===== src/rtl/stepper_phase_sequencer_assert.svh =====
// Assertion macros shared by the stepper sequencer files.
`ifndef STEPPER_PHASE_SEQUENCER_ASSERT_SVH
`define STEPPER_PHASE_SEQUENCER_ASSERT_SVH

// Property that must hold at every clock edge outside reset.
`define STPS_ASSERT_HOLDS(label, clk, rst, prop, msg) \
   label: assert property (@(posedge clk) disable iff (rst) (prop)) else $error(msg);

// Same-cycle implication.
`define STPS_ASSERT_IMPLIES(label, clk, rst, ante, cons, msg) \
   label: assert property (@(posedge clk) disable iff (rst) (ante) |-> (cons)) \
      else $error(msg);

// Next-cycle implication.
`define STPS_ASSERT_NEXT(label, clk, rst, ante, cons, msg) \
   label: assert property (@(posedge clk) disable iff (rst) (ante) |=> (cons)) \
      else $error(msg);

`endif


===== src/rtl/stps_pkg.sv =====
`timescale 1ns / 1ps

package stps_pkg;

   typedef enum logic [2:0] {
      CMD_TICK     = 3'd0,
      CMD_RUN      = 3'd1,
      CMD_STOP     = 3'd2,
      CMD_MODE     = 3'd3,
      CMD_LOAD_POS = 3'd4
   } command_type;

   localparam logic [1:0] MODE_SINGLE = 2'd0;
   localparam logic [1:0] MODE_DOUBLE = 2'd1;
   localparam logic [1:0] MODE_HALF   = 2'd2;

   typedef struct packed {
      logic [2:0]          command;
      logic signed [31:0]  step_count;
      logic                endless;
      logic [31:0]         step_period;
      logic [1:0]          step_mode;
      logic signed [15:0]  position_value;
   } item_type;

   typedef struct packed {
      logic [3:0]          coils;
      logic                running;
      logic                finished;
      logic                accepted;
      logic signed [15:0]  position;
      logic signed [31:0]  step_total;
      logic [2:0]          phase_index;
   } result_type;

   // Coil pattern for a table mode and phase index.
   function automatic logic [3:0] phase_coils(input logic [1:0] mode, input logic [2:0] idx);
      logic [3:0] c;
      c = 4'h0;
      case (mode)
         MODE_SINGLE: begin
            case (idx[1:0])
               2'd0:    c = 4'h1;
               2'd1:    c = 4'h2;
               2'd2:    c = 4'h4;
               default: c = 4'h8;
            endcase
         end
         MODE_DOUBLE: begin
            case (idx[1:0])
               2'd0:    c = 4'h3;
               2'd1:    c = 4'h6;
               2'd2:    c = 4'hC;
               default: c = 4'h9;
            endcase
         end
         default: begin
            case (idx)
               3'd0:    c = 4'h1;
               3'd1:    c = 4'h3;
               3'd2:    c = 4'h2;
               3'd3:    c = 4'h6;
               3'd4:    c = 4'h4;
               3'd5:    c = 4'hC;
               3'd6:    c = 4'h8;
               default: c = 4'h9;
            endcase
         end
      endcase
      return c;
   endfunction

endpackage


===== src/rtl/stps_if.sv =====
`timescale 1ns / 1ps

interface stps_req_if;
   logic                valid;
   logic                ready;
   logic [2:0]          command;
   logic signed [31:0]  step_count;
   logic                endless;
   logic [31:0]         step_period;
   logic [1:0]          step_mode;
   logic signed [15:0]  position_value;

   modport source (
      output valid, command, step_count, endless, step_period, step_mode, position_value,
      input  ready
   );
   modport sink (
      input  valid, command, step_count, endless, step_period, step_mode, position_value,
      output ready
   );
endinterface

interface stps_rsp_if;
   logic                valid;
   logic                ready;
   logic [3:0]          coils;
   logic                running;
   logic                finished;
   logic                accepted;
   logic signed [15:0]  position;
   logic signed [31:0]  step_total;
   logic [2:0]          phase_index;

   modport source (
      output valid, coils, running, finished, accepted, position, step_total, phase_index,
      input  ready
   );
   modport sink (
      input  valid, coils, running, finished, accepted, position, step_total, phase_index,
      output ready
   );
endinterface


===== src/rtl/stepper_phase_sequencer.sv =====
`timescale 1ns / 1ps
`include "stepper_phase_sequencer_assert.svh"
// Requests are registered in item_ff, one per cycle while the result queue has
// space. All sequencing state updates in one pass; each result is registered in
// the two-entry queue, which keeps requests flowing while a response waits.
// Reset (synchronous, active high): motor stopped, coils off, eight-step mode,
// step period one, position and step total zero, no response pending.

module stepper_phase_sequencer #(
   parameter int PERIOD_WIDTH = 32
) (
   input logic         clock,
   input logic         reset,
   stps_req_if.sink    req_ch,
   stps_rsp_if.source  rsp_ch
);

   logic                  in_valid_ff;
   stps_pkg::item_type    item_ff;
   stps_pkg::result_type  step_result;
   stps_pkg::result_type  head_ff;
   stps_pkg::result_type  tail_ff;
   logic                  head_valid_ff;
   logic                  tail_valid_ff;
   logic                  pop;
   logic                  space;
   logic                  advance;
   logic                  req_take;

   assign pop      = head_valid_ff && rsp_ch.ready;
   assign space    = !tail_valid_ff || pop;
   assign advance  = in_valid_ff && space;
   assign req_take = req_ch.valid && req_ch.ready;

   assign req_ch.ready = !in_valid_ff || advance;

   stps_engine #(
      .PERIOD_WIDTH (PERIOD_WIDTH)
   ) u_engine (
      .clock   (clock),
      .reset   (reset),
      .step_en (advance),
      .item    (item_ff),
      .result  (step_result)
   );

   always_ff @(posedge clock) begin
      if (reset) begin
         in_valid_ff <= 1'b0;
      end else if (req_take) begin
         in_valid_ff <= 1'b1;
      end else if (advance) begin
         in_valid_ff <= 1'b0;
      end
      if (req_take) begin
         item_ff.command        <= req_ch.command;
         item_ff.step_count     <= req_ch.step_count;
         item_ff.endless        <= req_ch.endless;
         item_ff.step_period    <= req_ch.step_period;
         item_ff.step_mode      <= req_ch.step_mode;
         item_ff.position_value <= req_ch.position_value;
      end
   end

   always_ff @(posedge clock) begin
      if (reset) begin
         head_valid_ff <= 1'b0;
         tail_valid_ff <= 1'b0;
      end else begin
         case ({advance, pop})
            2'b10: begin
               if (!head_valid_ff) begin
                  head_valid_ff <= 1'b1;
               end else begin
                  tail_valid_ff <= 1'b1;
               end
            end
            2'b01: begin
               head_valid_ff <= tail_valid_ff;
               tail_valid_ff <= 1'b0;
            end
            default: begin
            end
         endcase
      end
      // payload moves without reset
      case ({advance, pop})
         2'b10: begin
            if (!head_valid_ff) begin
               head_ff <= step_result;
            end else begin
               tail_ff <= step_result;
            end
         end
         2'b01: begin
            head_ff <= tail_ff;
         end
         2'b11: begin
            if (tail_valid_ff) begin
               head_ff <= tail_ff;
               tail_ff <= step_result;
            end else begin
               head_ff <= step_result;
            end
         end
         default: begin
         end
      endcase
   end

   assign rsp_ch.valid       = head_valid_ff;
   assign rsp_ch.coils       = head_ff.coils;
   assign rsp_ch.running     = head_ff.running;
   assign rsp_ch.finished    = head_ff.finished;
   assign rsp_ch.accepted    = head_ff.accepted;
   assign rsp_ch.position    = head_ff.position;
   assign rsp_ch.step_total  = head_ff.step_total;
   assign rsp_ch.phase_index = head_ff.phase_index;

   `STPS_ASSERT_IMPLIES(a_queue_order, clock, reset, tail_valid_ff, head_valid_ff, "response tail filled while head empty")
   `STPS_ASSERT_NEXT(a_hold_blocked_request, clock, reset, in_valid_ff && !space, in_valid_ff, "blocked request dropped")

endmodule


===== src/rtl/stps_engine.sv =====
`timescale 1ns / 1ps
`include "stepper_phase_sequencer_assert.svh"

module stps_engine #(
   parameter int PERIOD_WIDTH = 32
) (
   input  logic                  clock,
   input  logic                  reset,
   input  logic                  step_en,
   input  stps_pkg::item_type    item,
   output stps_pkg::result_type  result
);

   logic                     running_ff, running_in;
   logic                     reverse_ff, reverse_in;
   logic [2:0]               phase_ff, phase_in;
   logic [31:0]              steps_left_ff, steps_left_in;
   logic                     no_limit_ff, no_limit_in;
   logic [PERIOD_WIDTH-1:0]  reload_ff, reload_in;
   logic [PERIOD_WIDTH-1:0]  countdown_ff, countdown_in;
   logic [1:0]               mode_ff, mode_in;
   logic [15:0]              position_ff, position_in;
   logic [31:0]              total_ff, total_in;
   logic [3:0]               coils_ff, coils_in;
   logic                     finished;
   logic                     accepted;

   always_comb begin
      logic                     half_mode;
      logic                     new_half;
      logic [2:0]               idx;
      logic [31:0]              left_dec;
      logic [PERIOD_WIDTH-1:0]  period_in;
      logic                     neg;

      running_in    = running_ff;
      reverse_in    = reverse_ff;
      phase_in      = phase_ff;
      steps_left_in = steps_left_ff;
      no_limit_in   = no_limit_ff;
      reload_in     = reload_ff;
      countdown_in  = countdown_ff;
      mode_in       = mode_ff;
      position_in   = position_ff;
      total_in      = total_ff;
      coils_in      = coils_ff;
      finished      = 1'b0;
      accepted      = 1'b1;

      half_mode = (mode_ff == stps_pkg::MODE_HALF);
      new_half  = (item.step_mode == stps_pkg::MODE_HALF);
      idx       = half_mode ? phase_ff : {1'b0, phase_ff[1:0]};
      left_dec  = (steps_left_ff != 32'd0) ? steps_left_ff - 32'd1 : steps_left_ff;
      period_in = item.step_period[PERIOD_WIDTH-1:0];
      neg       = item.step_count[31];

      case (stps_pkg::command_type'(item.command))
         stps_pkg::CMD_TICK: begin
            if (running_ff) begin
               if (countdown_ff > PERIOD_WIDTH'(1)) begin
                  countdown_in = countdown_ff - PERIOD_WIDTH'(1);
               end else begin
                  countdown_in = reload_ff;
                  coils_in     = stps_pkg::phase_coils(mode_ff, idx);
                  total_in     = reverse_ff ? total_ff - 32'd1 : total_ff + 32'd1;
                  if (half_mode) begin
                     position_in = reverse_ff ? position_ff - 16'd1 : position_ff + 16'd1;
                  end else begin
                     position_in = reverse_ff ? position_ff - 16'd2 : position_ff + 16'd2;
                  end
                  if (!no_limit_ff && left_dec == 32'd0) begin
                     // last step of a counted run: release the coils
                     running_in    = 1'b0;
                     reverse_in    = 1'b0;
                     phase_in      = 3'd0;
                     steps_left_in = 32'd0;
                     coils_in      = 4'h0;
                     finished      = 1'b1;
                  end else begin
                     if (!no_limit_ff) begin
                        steps_left_in = left_dec;
                     end
                     if (!reverse_ff) begin
                        phase_in = ((half_mode && idx == 3'd7) || (!half_mode && idx == 3'd3))
                                   ? 3'd0 : idx + 3'd1;
                     end else begin
                        phase_in = (idx == 3'd0) ? (half_mode ? 3'd7 : 3'd3) : idx - 3'd1;
                     end
                  end
               end
            end
         end
         stps_pkg::CMD_RUN: begin
            if (running_ff) begin
               accepted = 1'b0;
            end else if (item.step_count == 32'sd0) begin
               running_in    = 1'b0;
               reverse_in    = 1'b0;
               phase_in      = 3'd0;
               steps_left_in = 32'd0;
               coils_in      = 4'h0;
               finished      = 1'b1;
            end else begin
               running_in    = 1'b1;
               reverse_in    = neg;
               steps_left_in = neg ? 32'(-item.step_count) : 32'(item.step_count);
               no_limit_in   = item.endless;
               reload_in     = (period_in == '0) ? PERIOD_WIDTH'(1) : period_in;
               countdown_in  = (period_in == '0) ? PERIOD_WIDTH'(1) : period_in;
            end
         end
         stps_pkg::CMD_STOP: begin
            running_in    = 1'b0;
            reverse_in    = 1'b0;
            phase_in      = 3'd0;
            steps_left_in = 32'd0;
            coils_in      = 4'h0;
            finished      = 1'b1;
         end
         stps_pkg::CMD_MODE: begin
            if (item.step_mode inside {stps_pkg::MODE_SINGLE, stps_pkg::MODE_DOUBLE,
                                       stps_pkg::MODE_HALF}) begin
               // keep the rotor place when the table length changes
               if (new_half && !half_mode) begin
                  phase_in = {phase_ff[1:0], 1'b0};
               end else if (!new_half && half_mode) begin
                  phase_in = {1'b0, phase_ff[2:1]};
               end
               mode_in = item.step_mode;
            end
         end
         stps_pkg::CMD_LOAD_POS: begin
            position_in = item.position_value;
         end
         default: begin
         end
      endcase
   end

   always_ff @(posedge clock) begin
      if (reset) begin
         running_ff    <= 1'b0;
         reverse_ff    <= 1'b0;
         phase_ff      <= 3'd0;
         steps_left_ff <= 32'd0;
         no_limit_ff   <= 1'b0;
         reload_ff     <= PERIOD_WIDTH'(1);
         countdown_ff  <= '0;
         mode_ff       <= stps_pkg::MODE_HALF;
         position_ff   <= 16'd0;
         total_ff      <= 32'd0;
         coils_ff      <= 4'h0;
      end else if (step_en) begin
         running_ff    <= running_in;
         reverse_ff    <= reverse_in;
         phase_ff      <= phase_in;
         steps_left_ff <= steps_left_in;
         no_limit_ff   <= no_limit_in;
         reload_ff     <= reload_in;
         countdown_ff  <= countdown_in;
         mode_ff       <= mode_in;
         position_ff   <= position_in;
         total_ff      <= total_in;
         coils_ff      <= coils_in;
      end
   end

   always_comb begin
      result.coils       = coils_in;
      result.running     = running_in;
      result.finished    = finished;
      result.accepted    = accepted;
      result.position    = position_in;
      result.step_total  = total_in;
      result.phase_index = phase_in;
   end

   `STPS_ASSERT_IMPLIES(a_idle_coils_off, clock, reset, !running_ff, coils_ff == 4'h0, "coils driven while stopped")
   `STPS_ASSERT_IMPLIES(a_counted_run_left, clock, reset, running_ff && !no_limit_ff, steps_left_ff != 32'd0, "counted run with no steps left")
   `STPS_ASSERT_NEXT(a_stop_halts, clock, reset, step_en && item.command == stps_pkg::CMD_STOP, !running_ff && phase_ff == 3'd0, "stop did not halt the motor")

endmodule

===== src/flat_wrapper.sv =====
// flat-port wrapper written by rule: the top's interface ports become plain ports
module stepper_phase_sequencer_flat 
#(
   parameter int PERIOD_WIDTH = 32
)
  (clock, reset, req_ch_valid, req_ch_command, req_ch_step_count, req_ch_endless, req_ch_step_period, req_ch_step_mode, req_ch_position_value, req_ch_ready, rsp_ch_valid, rsp_ch_coils, rsp_ch_running, rsp_ch_finished, rsp_ch_accepted, rsp_ch_position, rsp_ch_step_total, rsp_ch_phase_index, rsp_ch_ready);
  stps_req_if req_ch_i ();
  stps_rsp_if rsp_ch_i ();
  input logic clock;
  input logic reset;
  input wire logic [$bits(req_ch_i.valid)-1:0] req_ch_valid;
  input wire logic [$bits(req_ch_i.command)-1:0] req_ch_command;
  input wire logic [$bits(req_ch_i.step_count)-1:0] req_ch_step_count;
  input wire logic [$bits(req_ch_i.endless)-1:0] req_ch_endless;
  input wire logic [$bits(req_ch_i.step_period)-1:0] req_ch_step_period;
  input wire logic [$bits(req_ch_i.step_mode)-1:0] req_ch_step_mode;
  input wire logic [$bits(req_ch_i.position_value)-1:0] req_ch_position_value;
  output wire logic [$bits(req_ch_i.ready)-1:0] req_ch_ready;
  output wire logic [$bits(rsp_ch_i.valid)-1:0] rsp_ch_valid;
  output wire logic [$bits(rsp_ch_i.coils)-1:0] rsp_ch_coils;
  output wire logic [$bits(rsp_ch_i.running)-1:0] rsp_ch_running;
  output wire logic [$bits(rsp_ch_i.finished)-1:0] rsp_ch_finished;
  output wire logic [$bits(rsp_ch_i.accepted)-1:0] rsp_ch_accepted;
  output wire logic [$bits(rsp_ch_i.position)-1:0] rsp_ch_position;
  output wire logic [$bits(rsp_ch_i.step_total)-1:0] rsp_ch_step_total;
  output wire logic [$bits(rsp_ch_i.phase_index)-1:0] rsp_ch_phase_index;
  input wire logic [$bits(rsp_ch_i.ready)-1:0] rsp_ch_ready;
  assign req_ch_i.valid = req_ch_valid;
  assign req_ch_i.command = req_ch_command;
  assign req_ch_i.step_count = req_ch_step_count;
  assign req_ch_i.endless = req_ch_endless;
  assign req_ch_i.step_period = req_ch_step_period;
  assign req_ch_i.step_mode = req_ch_step_mode;
  assign req_ch_i.position_value = req_ch_position_value;
  assign req_ch_ready = req_ch_i.ready;
  assign rsp_ch_valid = rsp_ch_i.valid;
  assign rsp_ch_coils = rsp_ch_i.coils;
  assign rsp_ch_running = rsp_ch_i.running;
  assign rsp_ch_finished = rsp_ch_i.finished;
  assign rsp_ch_accepted = rsp_ch_i.accepted;
  assign rsp_ch_position = rsp_ch_i.position;
  assign rsp_ch_step_total = rsp_ch_i.step_total;
  assign rsp_ch_phase_index = rsp_ch_i.phase_index;
  assign rsp_ch_i.ready = rsp_ch_ready;
  stepper_phase_sequencer #(.PERIOD_WIDTH(PERIOD_WIDTH)) u_core (.clock(clock), .reset(reset), .req_ch(req_ch_i), .rsp_ch(rsp_ch_i));
endmodule

===== config.mk =====
export PLATFORM = sky130hd
export DESIGN_NAME = stepper_phase_sequencer_flat
export DESIGN_NICKNAME = d
export VERILOG_FILES = /design/src/rtl/stps_pkg.sv /design/src/rtl/stps_if.sv /design/src/rtl/stepper_phase_sequencer.sv /design/src/rtl/stps_engine.sv /design/src/flat_wrapper.sv
export VERILOG_INCLUDE_DIRS = /design/src /design/src/rtl
export SDC_FILE = /design/constraint.sdc
export NUM_CORES = 1
export LEC_CHECK = 0
export ABC_AREA = 1
export BUFFER_PORTS_ARGS = -buffer_cell sky130_fd_sc_hd__buf_4
export CORE_UTILIZATION = 52
export CTS_CLUSTER_DIAMETER = 100
export DETAILED_ROUTE_END_ITERATION = 10
export PLACE_DENSITY_LB_ADDON = 0.15
export SETUP_SLACK_MARGIN = 0.2
export SKIP_CTS_REPAIR_TIMING = 1
export SLEW_MARGIN = 30
export SYNTH_ARGS = -nofsm -noshare
export SYNTH_HDL_FRONTEND = slang
export SYNTH_HIERARCHICAL = 1
export SYNTH_SLANG_ARGS = --single-unit

===== constraint.sdc =====
create_clock -name clock -period 6.8 [get_ports clock]
set_input_delay 0 -clock clock [delete_from_list [all_inputs] [get_ports clock]]
set_output_delay 0 -clock clock [all_outputs]
set_load 0.02 [all_outputs]

* Yosys cells after proc, flatten, opt, wreduce, memory -nomap -nowiden *
Index checks and enable logic that the tools add are counted.

storage, ports and cells
  bits in registers = 361
  bits of input ports = 90
  output and inout bits = 60
  logic and storage cells = 197

operators by class
  add/subtract/negate cells = 11
  magnitude comparators = 1
  equality and inequality tests = 29
  multiplexer cells = 80
  bitwise logic cells = 2
  reductions and logical operators = 40

operators by type and width
  operator                                                        number
  two-way mux 32 bit                                              17
  two-way mux 58 bit                                              4
  case mux 58 bit (3 select lines)                                1
  case mux 58 bit (2 select lines)                                1
  zero test 32 bit                                                3
  case mux 32 bit (3 select lines)                                1
  subtractor 32 x 1 -> 32 bit, second input constant              3
  two-way mux 16 bit                                              5
  case mux 32 bit (2 select lines)                                1
  two-way mux 3 bit                                               13
  case mux 4 bit (3 select lines)                                 3
  adder 32 x 1 -> 32 bit, second input constant                   1
  greater-than comparator 32 x 1 -> 1 bit, second input constant  1
  negator 32 bit                                                  1
  case mux 16 bit (2 select lines)                                1
  nonzero test 32 bit                                             1
  case mux 4 bit (7 select lines)                                 1
  two-way mux 1 bit                                               20
  two-way mux 4 bit                                               5
  adder 16 x 1 -> 16 bit, second input constant                   1
  adder 16 x 2 -> 16 bit, second input constant                   1
  subtractor 16 x 1 -> 16 bit, second input constant              1
  subtractor 16 x 2 -> 16 bit, second input constant              1
  equality test 3 bit, second input constant                      5
  26 further kinds                                                71

* Depth between registers and ports, before layout *
Gate-level depths: netlist of run 1.

  depth after elaboration = 13
  mapped depth = 21
  depth with buffers taken out = 20

* By module *
The synthesis of run 1 kept the hierarchy.

by module, submodules not included
  module                   instances  cells each  area each (um2)  sequential area each (um2)
  stps_engine              1          2293        13755.7          3123.0
  stepper_phase_sequencer  1          431         7150.6           6125.9

* Least setup slack after synthesis of run 1 *
OpenSTA, ideal clock, no wires.

  path type = reg2reg
  start point = reg u_core.head_valid_ff, in the netlist u_core/rsp_ch.valid
  end point = reg u_core/tail_ff[0] (netlist bit) (enable)
  setup time = 0.493 ns
  arrival time = 4.211 ns
  setup slack = 2.096 ns
  stages on the path, launching flop included = 6
  cell sequence = dfxtp_1 > nand2_2 > a21oi_1 > ha_1 > o21ai_0 > a21oi_1

on the way
  word-level cells in the longest chain between the ends = 6
  elaborated cells between the ends (all ways) = 9
  those cells by class = eq/ne: 4; reduce/logical: 5

ends and longest elaborated chain
  item                                                                           line                            text
  from (decl)                                                                    stepper_phase_sequencer.sv:23   logic head_valid_ff;
  from (signal assigned)                                                         stepper_phase_sequencer.sv:79   head_valid_ff <= tail_valid_ff;
  logical AND 1 bit *                                                            stepper_phase_sequencer.sv:30   assign pop = head_valid_ff && rsp_ch.ready;
  logical OR 1 bit *                                                             stepper_phase_sequencer.sv:31   assign space = !tail_valid_ff || pop;
  logical AND 1 bit *                                                            stepper_phase_sequencer.sv:32   assign advance = in_valid_ff && space;
  via u_core.advance                                                             stepper_phase_sequencer.sv:27   logic advance;
  equality test 2 bit                                                            stepper_phase_sequencer.sv:87   case ({advance, pop})
  != test 2 x 1 -> 1 bit (no source line) or nonzero test 2 bit (tied branches)  n/a
  AND reduction 3 bit (no source line) *                                         n/a
  to (signal assigned)                                                           stepper_phase_sequencer.sv:92   tail_ff <= step_result;
  to (signal assigned)                                                           stepper_phase_sequencer.sv:101  tail_ff <= step_result;
  to (decl)                                                                      stepper_phase_sequencer.sv:22   stps_pkg::result_type tail_ff;

The timed path passes the listed nets; every way through them passes the cells marked *.
A chain may end at the register's enable or synchronous reset.

* Final worst setup path of run 1 *
  start point = reg u_core.u_engine.countdown_ff[0]
  end point = reg u_core.u_engine.steps_left_ff[16]

on the way
  word-level cells in the longest chain between the ends = 3

ends and longest elaborated chain
  item                                     line                text
  from (decl)                              stps_engine.sv:20   logic [PERIOD_WIDTH-1:0] countdown_ff, countdown_in;
  from (signal assigned)                   stps_engine.sv:160  countdown_ff <= countdown_in;
  greater-than comparator 32 x 1 -> 1 bit  stps_engine.sv:60   if (countdown_ff > PERIOD_WIDTH'(1)) begin
  != test 2 bit (no source line)           n/a
  AND reduction 6 bit (no source line)     n/a
  to (signal assigned)                     stps_engine.sv:157  steps_left_ff <= steps_left_in;
  to (decl)                                stps_engine.sv:17   logic [31:0] steps_left_ff, steps_left_in;

Every way passes these cells.

==> summary.md, run 1 <==
| Metric | Value |
|---|---|
| Outcome | finished clean |
| Crit start category | flip-flop |
| Placer congestion estimate | 0.945 |
| Simple-gate share of the synthesized area | 24.0% |
| Row cnt | 73 |
| Worst reg2reg startpoint | u_core/u_engine/countdown_ff[0]$_SDFFE_PP0P_ |
| VDD IR max | 0.000209 V |
| Period utilization | 62.8% |
| Pre-Repair DR Iteration Count | 6 |
| Final setup violating endpoints | 0 |
| Synth area leaders | edfxtp_1 (29%), dfxtp_1 (15%), nand2_1 (10%) |
| Synthesized instance count | 2724 |
| CP Data Required Time | 7.22 ns |
| Count of final hold-check violations | 0 |
| Achievable frequency | 234 MHz |
| Via density | 5.55 |
| DR WL/cell | 17.0 um |
| Share of flip-flops with an asynchronous set or reset | 0% |
| DP HPWL | 40.5 mm |
| ANT cells | 0 |
| H-Tree Depth | 2 |
| Syn_nets | 2875 |
| Post-synth top area share | 29.0% |
| Slew HR | 36.9% |
| DRT antenna net count | 0 |
| Starting Density | 52.6% |
| CORE AREA | 39700 um^2 |
| Cts bufs inserted | 39 |
| Clock latency at the later pin of the worst-skew pair | 0.56 ns |
| # DRC | 0 |
| Synth top cells by count | nand2_1 (566), inv_1 (334), nor2_1 (280) |
| Nets | 3071 |
| Critical path class | reg -> reg |
| Delay-heaviest family, CP | buffers and inverters |
| Initial antenna violation count | 0 |
| Syn Std Cell Area | 20900 um^2 |
| Sequential-to-total area share from yosys stat | 44.2% |
| DRT iter0 DRCs | 1482 |
| Final-report max-slew violation count | 0 |
| Slowest CP cell | clkinv_1 |
| Largest family of logic cells by synthesized area | simple AND/OR/NAND/NOR gates |
| Top_reg_cell synth | edfxtp_1 |
| Pwr Total | 6.32 mW |
| Die Width | 203 um |
| Hold Crit Class | in -> reg |
| Crit path from | u_core/u_engine/countdown_ff[0]$_SDFFE_PP0P_ |
| Crit path capture type | flip-flop |
| Critical path arrival | 4.70 ns |
| Max cap viols | 0 |
| Synth cell types | 59 |
| Clk_skew | 0.0176 ns |
| Vias in the first global route | 17700 |
| EDFF count, synth | 202 |
| Mux cell area share after synthesis | 0% |
| Mean Syn Cell Area | 7.67 um^2 |
| Synth Warn # | 6 |
| Crit-path cells | inv_1 > ha_1 > nand2_2 > nor2_4 > nor2_1 > nor3_1 > nand2_1 > clkinv_1 > o21ai_1 > buf_4 > inv_2 > o21ai_0 > a31oi_1 |
| Largest net degree at the start of global routing | 76 |
| Worst-margin pin slew | 0.944 ns |
| #FFs+latches synth | 361 |
| Routed Wire Length | 59.1 mm |
| Crit Path Max Fanout | 45 |
| First-pass GRT wire length | 91.8 mm |
| Vias post-DR | 19300 |
| Power per cell area | 257 nW/um^2 |
| Die Span Y | 203 um |
| Port buffer count | 149 |
| CP peak stage delay | 0.83 ns |
| Clock Root Buffer | clkbuf_16 |
| CTS tree | yes |
| CP Buf/Inv Count | 4 |
| Unrepaired setup endpoints after global routing | no |
| Worst-path clk slew | 0.06 ns |
| Compound-Gate Fraction of Synth Area | 16.4% |
| Layout area overhead | 17.4% |
| DIE AREA | 41000 um^2 |
| Adder-Cell Fraction of Synth Area | 3.76% |
| Clock Path Buffers | 3 |
| Ports | 150 |
| Static leakage | 10.8 nW |
| Post-Synth XOR/XNOR Area | 2.93% |
| WHS | 0.0443 ns |
| Fin Setup TNS | 0 ns |
| Post-layout min period | 4.27 ns |
| Clock sink count | 361 |
| Fraction of layout cells with a size suffix above 1 | 10.5% |
| Count leader, synth | nand2_1 |
| Hold path start | rsp_ch_ready |
| Grt ovf | 0 |
| Area leader, netlist | edfxtp_1 |
| GRT Util Overall | 27.8% |
## layout make-up
class,count,area [um^2]
flip-flops and latches,361,9250
clock inverters,19,188
inverters,350,1320
clock buffers,52,1070
repair buffers,257,2180
multi-input cells,1911,9880
fillers,3528,15200
well taps,525,657
## routing by layer
layer / GRT usage [%] / vias up / part of all wire (%)
met3: 3.08 / 87 / 6.3
li1: - / 9566 / -
met4: 8.40 / 0 / 2.3
met5: 0 / - / 0
met1: 38.9 / 8984 / 45
met2: 45.2 / 643 / 46
## state kept, by name (all words and copies together), names as in the netlist
name / flops
u_core/in_valid_ff: 1
u_core/item_ff: 86
u_core/rsp_ch.accepted: 1
u_core/rsp_ch.coils: 4
u_core/rsp_ch.finished: 1
u_core/rsp_ch.phase_index: 3
u_core/rsp_ch.position: 16
u_core/rsp_ch.running: 1
u_core/rsp_ch.step_total: 32
u_core/rsp_ch.valid: 1
u_core/tail_ff: 58
u_core/tail_valid_ff: 1
u_core/u_engine/coils_ff: 4
u_core/u_engine/countdown_ff: 32
u_core/u_engine/mode_ff: 2
u_core/u_engine/no_limit_ff: 1
u_core/u_engine/phase_ff: 3
u_core/u_engine/position_ff: 16
u_core/u_engine/reload_ff: 32
u_core/u_engine/reverse_ff: 1
u_core/u_engine/running_ff: 1
u_core/u_engine/steps_left_ff: 32
u_core/u_engine/total_ff: 32
## worst paths after layout
path / slack (ns) / to / cells after the start
max: 2.53 / u_core/u_engine/steps_left_ff[16]$_SDFFE_PP0P_ / 13
max reg2reg: 2.53 / u_core/u_engine/steps_left_ff[16]$_SDFFE_PP0P_ / 13
min: 0.04 / u_core/u_engine/total_ff[28]$_SDFFE_PP0P_ / 4
min reg2reg: 0.45 / u_core/u_engine/reload_ff[23]$_SDFFE_PP0P_ / 2
## tightest hold or removal path, stage by stage
cell     delay, ns
buf_4         0.11
nand2_2       0.13
a21oi_4       0.16
a21oi_1       0.15
## where the power goes
part | internal [mW] | total [mW] | leakage, nW | switching (mW)
sequential | 2.51 | 2.62 | 3.25 | 0.106
clock | 1.23 | 2.11 | 0.622 | 0.882
combinational | 0.526 | 1.58 | 6.97 | 1.06
total | 4.27 | 6.32 | 10.8 | 2.04
## cell families after synthesis
logic type | count (synthesis)
xor gates and xnor gates | 70
AOI/OAI and AO/OA | 618
adders and majority gates | 61
and+or+nand+nor | 1162
buffers and inverters | 452
DFF | 361
## through the flow
step	instance area, um^2	utilization [%]	worst slack [ns]	std cells
6_report	24600	61.8	2.53	3475
5_1_grt	24600	61.8	2.24	3475
4_1_cts	23600	59.5	2.58	3386
3_5_place_dp	22400	56.3	2.61	3315
3_3_place_gp	22400	56.3	2.71	3314
2_1_floorplan	20900	-	2.10	2724
## layout by cell type, fill, tap and decap left out, types with 88 or more instances in the layout
master and count:
nand2_1 564, dlygate4sd3_1 88, inv_1 332, buf_4 167, nor2_1 280, a21oi_1 235
edfxtp_1 202, dfxtp_1 158, nand3_1 165, o21ai_0 241
No activity file was read; power rests on OpenSTA's default activity.
==> run 2, diff against run 1 <==
Clock period 6.8 ns to 3.75 ns, I/O delays scaled along.
==> summary.md, run 2 (synthesized netlist as in run 1, its figures left out) <==
| Metric | Value |
|---|---|
| Outcome | finished clean |
| Count of final hold-check violations | 0 |
| H-Tree Depth | 2 |
| Regs by FF count | u_core/item_ff (86), u_core/tail_ff (58) |
| Starting Density | 52.6% |
| Final-report max-slew violation count | 0 |
| Row cnt | 73 |
| DP HPWL | 40.8 mm |
| Met1 usage | 39.5% |
| Fraction of layout cells with a size suffix above 1 | 10.6% |
| Layout area overhead | 17.2% |
| Initial antenna violation count | 0 |
| Crit Path Max Fanout | 12 |
| Unrepaired setup endpoints after global routing | no |
| Multi-input logic area | 9870 um^2 |
| Int Power | 7.44 mW |
| Biggest register | u_core/item_ff |
| Vias post-DR | 19300 |
| Cts bufs inserted | 38 |
| Port buffer count | 149 |
| Busiest layer in global routing | met2 |
| Comb pwr share | 25.7% |
| Grt ovf | 0 |
| Die Width | 203 um |
| Largest net degree at the start of global routing | 75 |
| Clock Root Buffer | clkbuf_16 |
| Slew HR | 36.8% |
| ANT cells | 0 |
| Max cap viols | 0 |
| Critical path arrival | 3.53 ns |
| Commonest non-fill, non-tap cell in the layout | nand2_1 |
| Power per cell area | 452 nW/um^2 |
| Worst-path clk slew | 0.06 ns |
| Post-Place Worst Slack | 0.507 ns |
| DIE AREA | 41000 um^2 |
| CTS tree | yes |
| Via density | 5.53 |
| Sw frac | 32.9% |
| Ports | 150 |
| Most frequent cells in the layout | nand2_1 (564), inv_1 (332), nor2_1 (280) |
| Clk pwr share | 31.4% |
| Net Switching | 3.65 mW |
| Met3 Use GR | 3.34% |
| Vias in the first global route | 17800 |
| Crit-path cells | inv_1 > fa_1 > o21ai_1 > a21oi_1 > o21bai_1 > a21oi_1 > o21ai_0 > xor2_1 > o21ai_0 > inv_1 > nand2_1 > nand2_1 |
| Post-layout min period | 3.22 ns |
| Clk_skew | 0.0170 ns |
| Final setup violating endpoints | 0 |
| Static leakage | 10.8 nW |
| First-pass GRT wire length | 92.5 mm |
| Max FFs per register | 86 |
| Crit path capture type | flip-flop |
| Worst-margin pin slew | 0.940 ns |
| Setup ws final | 0.528 ns |
| CP Data Required Time | 4.06 ns |
| DRT antenna net count | 0 |
| Fill cells | 3506 |
| Register Area | 9250 um^2 |
| # DRC | 0 |
| Critical path class | reg -> reg |
| Pre-Repair DR Iteration Count | 6 |
| GRT Util Overall | 28.0% |
| Placer congestion estimate | 0.944 |
| Die Span Y | 203 um |
| Crit start category | flip-flop |
| DR WL/cell | 16.9 um |
| Clock Path Buffers | 3 |
| Routed Wire Length | 59.0 mm |
| CP Buf/Inv Count | 2 |
| Delay-heaviest family, CP | compound AO/OA/AOI/OAI gates |
| VDD IR max | 0.000387 V |
| Clock latency at the later pin of the worst-skew pair | 0.57 ns |
| Part of the power in registers | 42.9% |
| Fin Setup TNS | 0 ns |
| Slowest CP cell | dfxtp_2 |
| CORE AREA | 39700 um^2 |
| Clock sink count | 361 |
| Grt met2 use | 44.9% |
| DRT iter0 DRCs | 1208 |
| Period utilization | 85.9% |
| Hold Crit Class | in -> reg |
| Nets | 3084 |
| Achievable frequency | 310 MHz |
| CP peak stage delay | 0.48 ns |
[run 2: tightest hold or removal path: cells and delay by family]
kind,cells,cell delay (ns)
buf+inv,1,0.11
compound gates,2,0.30
simple gates,1,0.13
[run 2: final cells by class]
class | count | area share [%]
Sequential cell | 361 | 37.7
Clock inverter | 17 | 0.429
Clock buffer | 51 | 4.12
Inverter | 350 | 5.39
Timing Repair Buffer | 271 | 9.35
Tap cell | 525 | 2.68
Multi-Input combinational cell | 1911 | 40.3
[run 2: worst paths after layout]
check | from | end | slack [ns] | cells after the start
worst max register to register | u_core/u_engine/reverse_ff$_SDFFE_PP0P_ | u_core/rsp_ch.step_total[14]$_DFFE_PP_ | 0.53 | 12
worst min register to register | u_core/u_engine/reload_ff[29]$_SDFFE_PP0P_ | u_core/u_engine/reload_ff[29]$_SDFFE_PP0P_ | 0.45 | 2
worst max-delay path | u_core/u_engine/reverse_ff$_SDFFE_PP0P_ | u_core/rsp_ch.step_total[14]$_DFFE_PP_ | 0.53 | 12
worst min-delay path | rsp_ch_ready | u_core/u_engine/position_ff[0]$_SDFFE_PP0P_ | 0.03 | 4
[run 2: power groups by stage]
stage / clock (mW) / sequential (mW) / combinational, mW
after floorplan: 0 / 4.88 / 1.86
after global placement: 0 / 4.83 / 2.69
after detailed placement: 0 / 4.84 / 2.73
after CTS: 3.56 / 4.75 / 2.74
after global routing: 3.70 / 4.79 / 3.16
final: 3.48 / 4.76 / 2.85
[run 2: metrics by stage]
stage	power, mW	utilization [%]	hold slack, ns	cells	area, um^2
2_1_floorplan	6.74	-	0.0691	2724	20900
3_3_place_gp	7.52	56.7	0.178	3330	22500
3_5_place_dp	7.56	56.7	0.179	3330	22500
4_1_cts	11.1	59.5	-0.424	3398	23600
5_1_grt	11.6	61.7	0.0614	3486	24500
6_report	11.1	61.7	0.0303	3486	24500
[run 2: per-layer routing]
| metal | vias to the layer above | share of wire [%] |
|---|---|---|
| li1 | 9584 | - |
| met1 | 8958 | 46 |
| met2 | 663 | 46 |
| met3 | 88 | 6.2 |
| met4 | 0 | 2.3 |
| met5 | - | 0 |
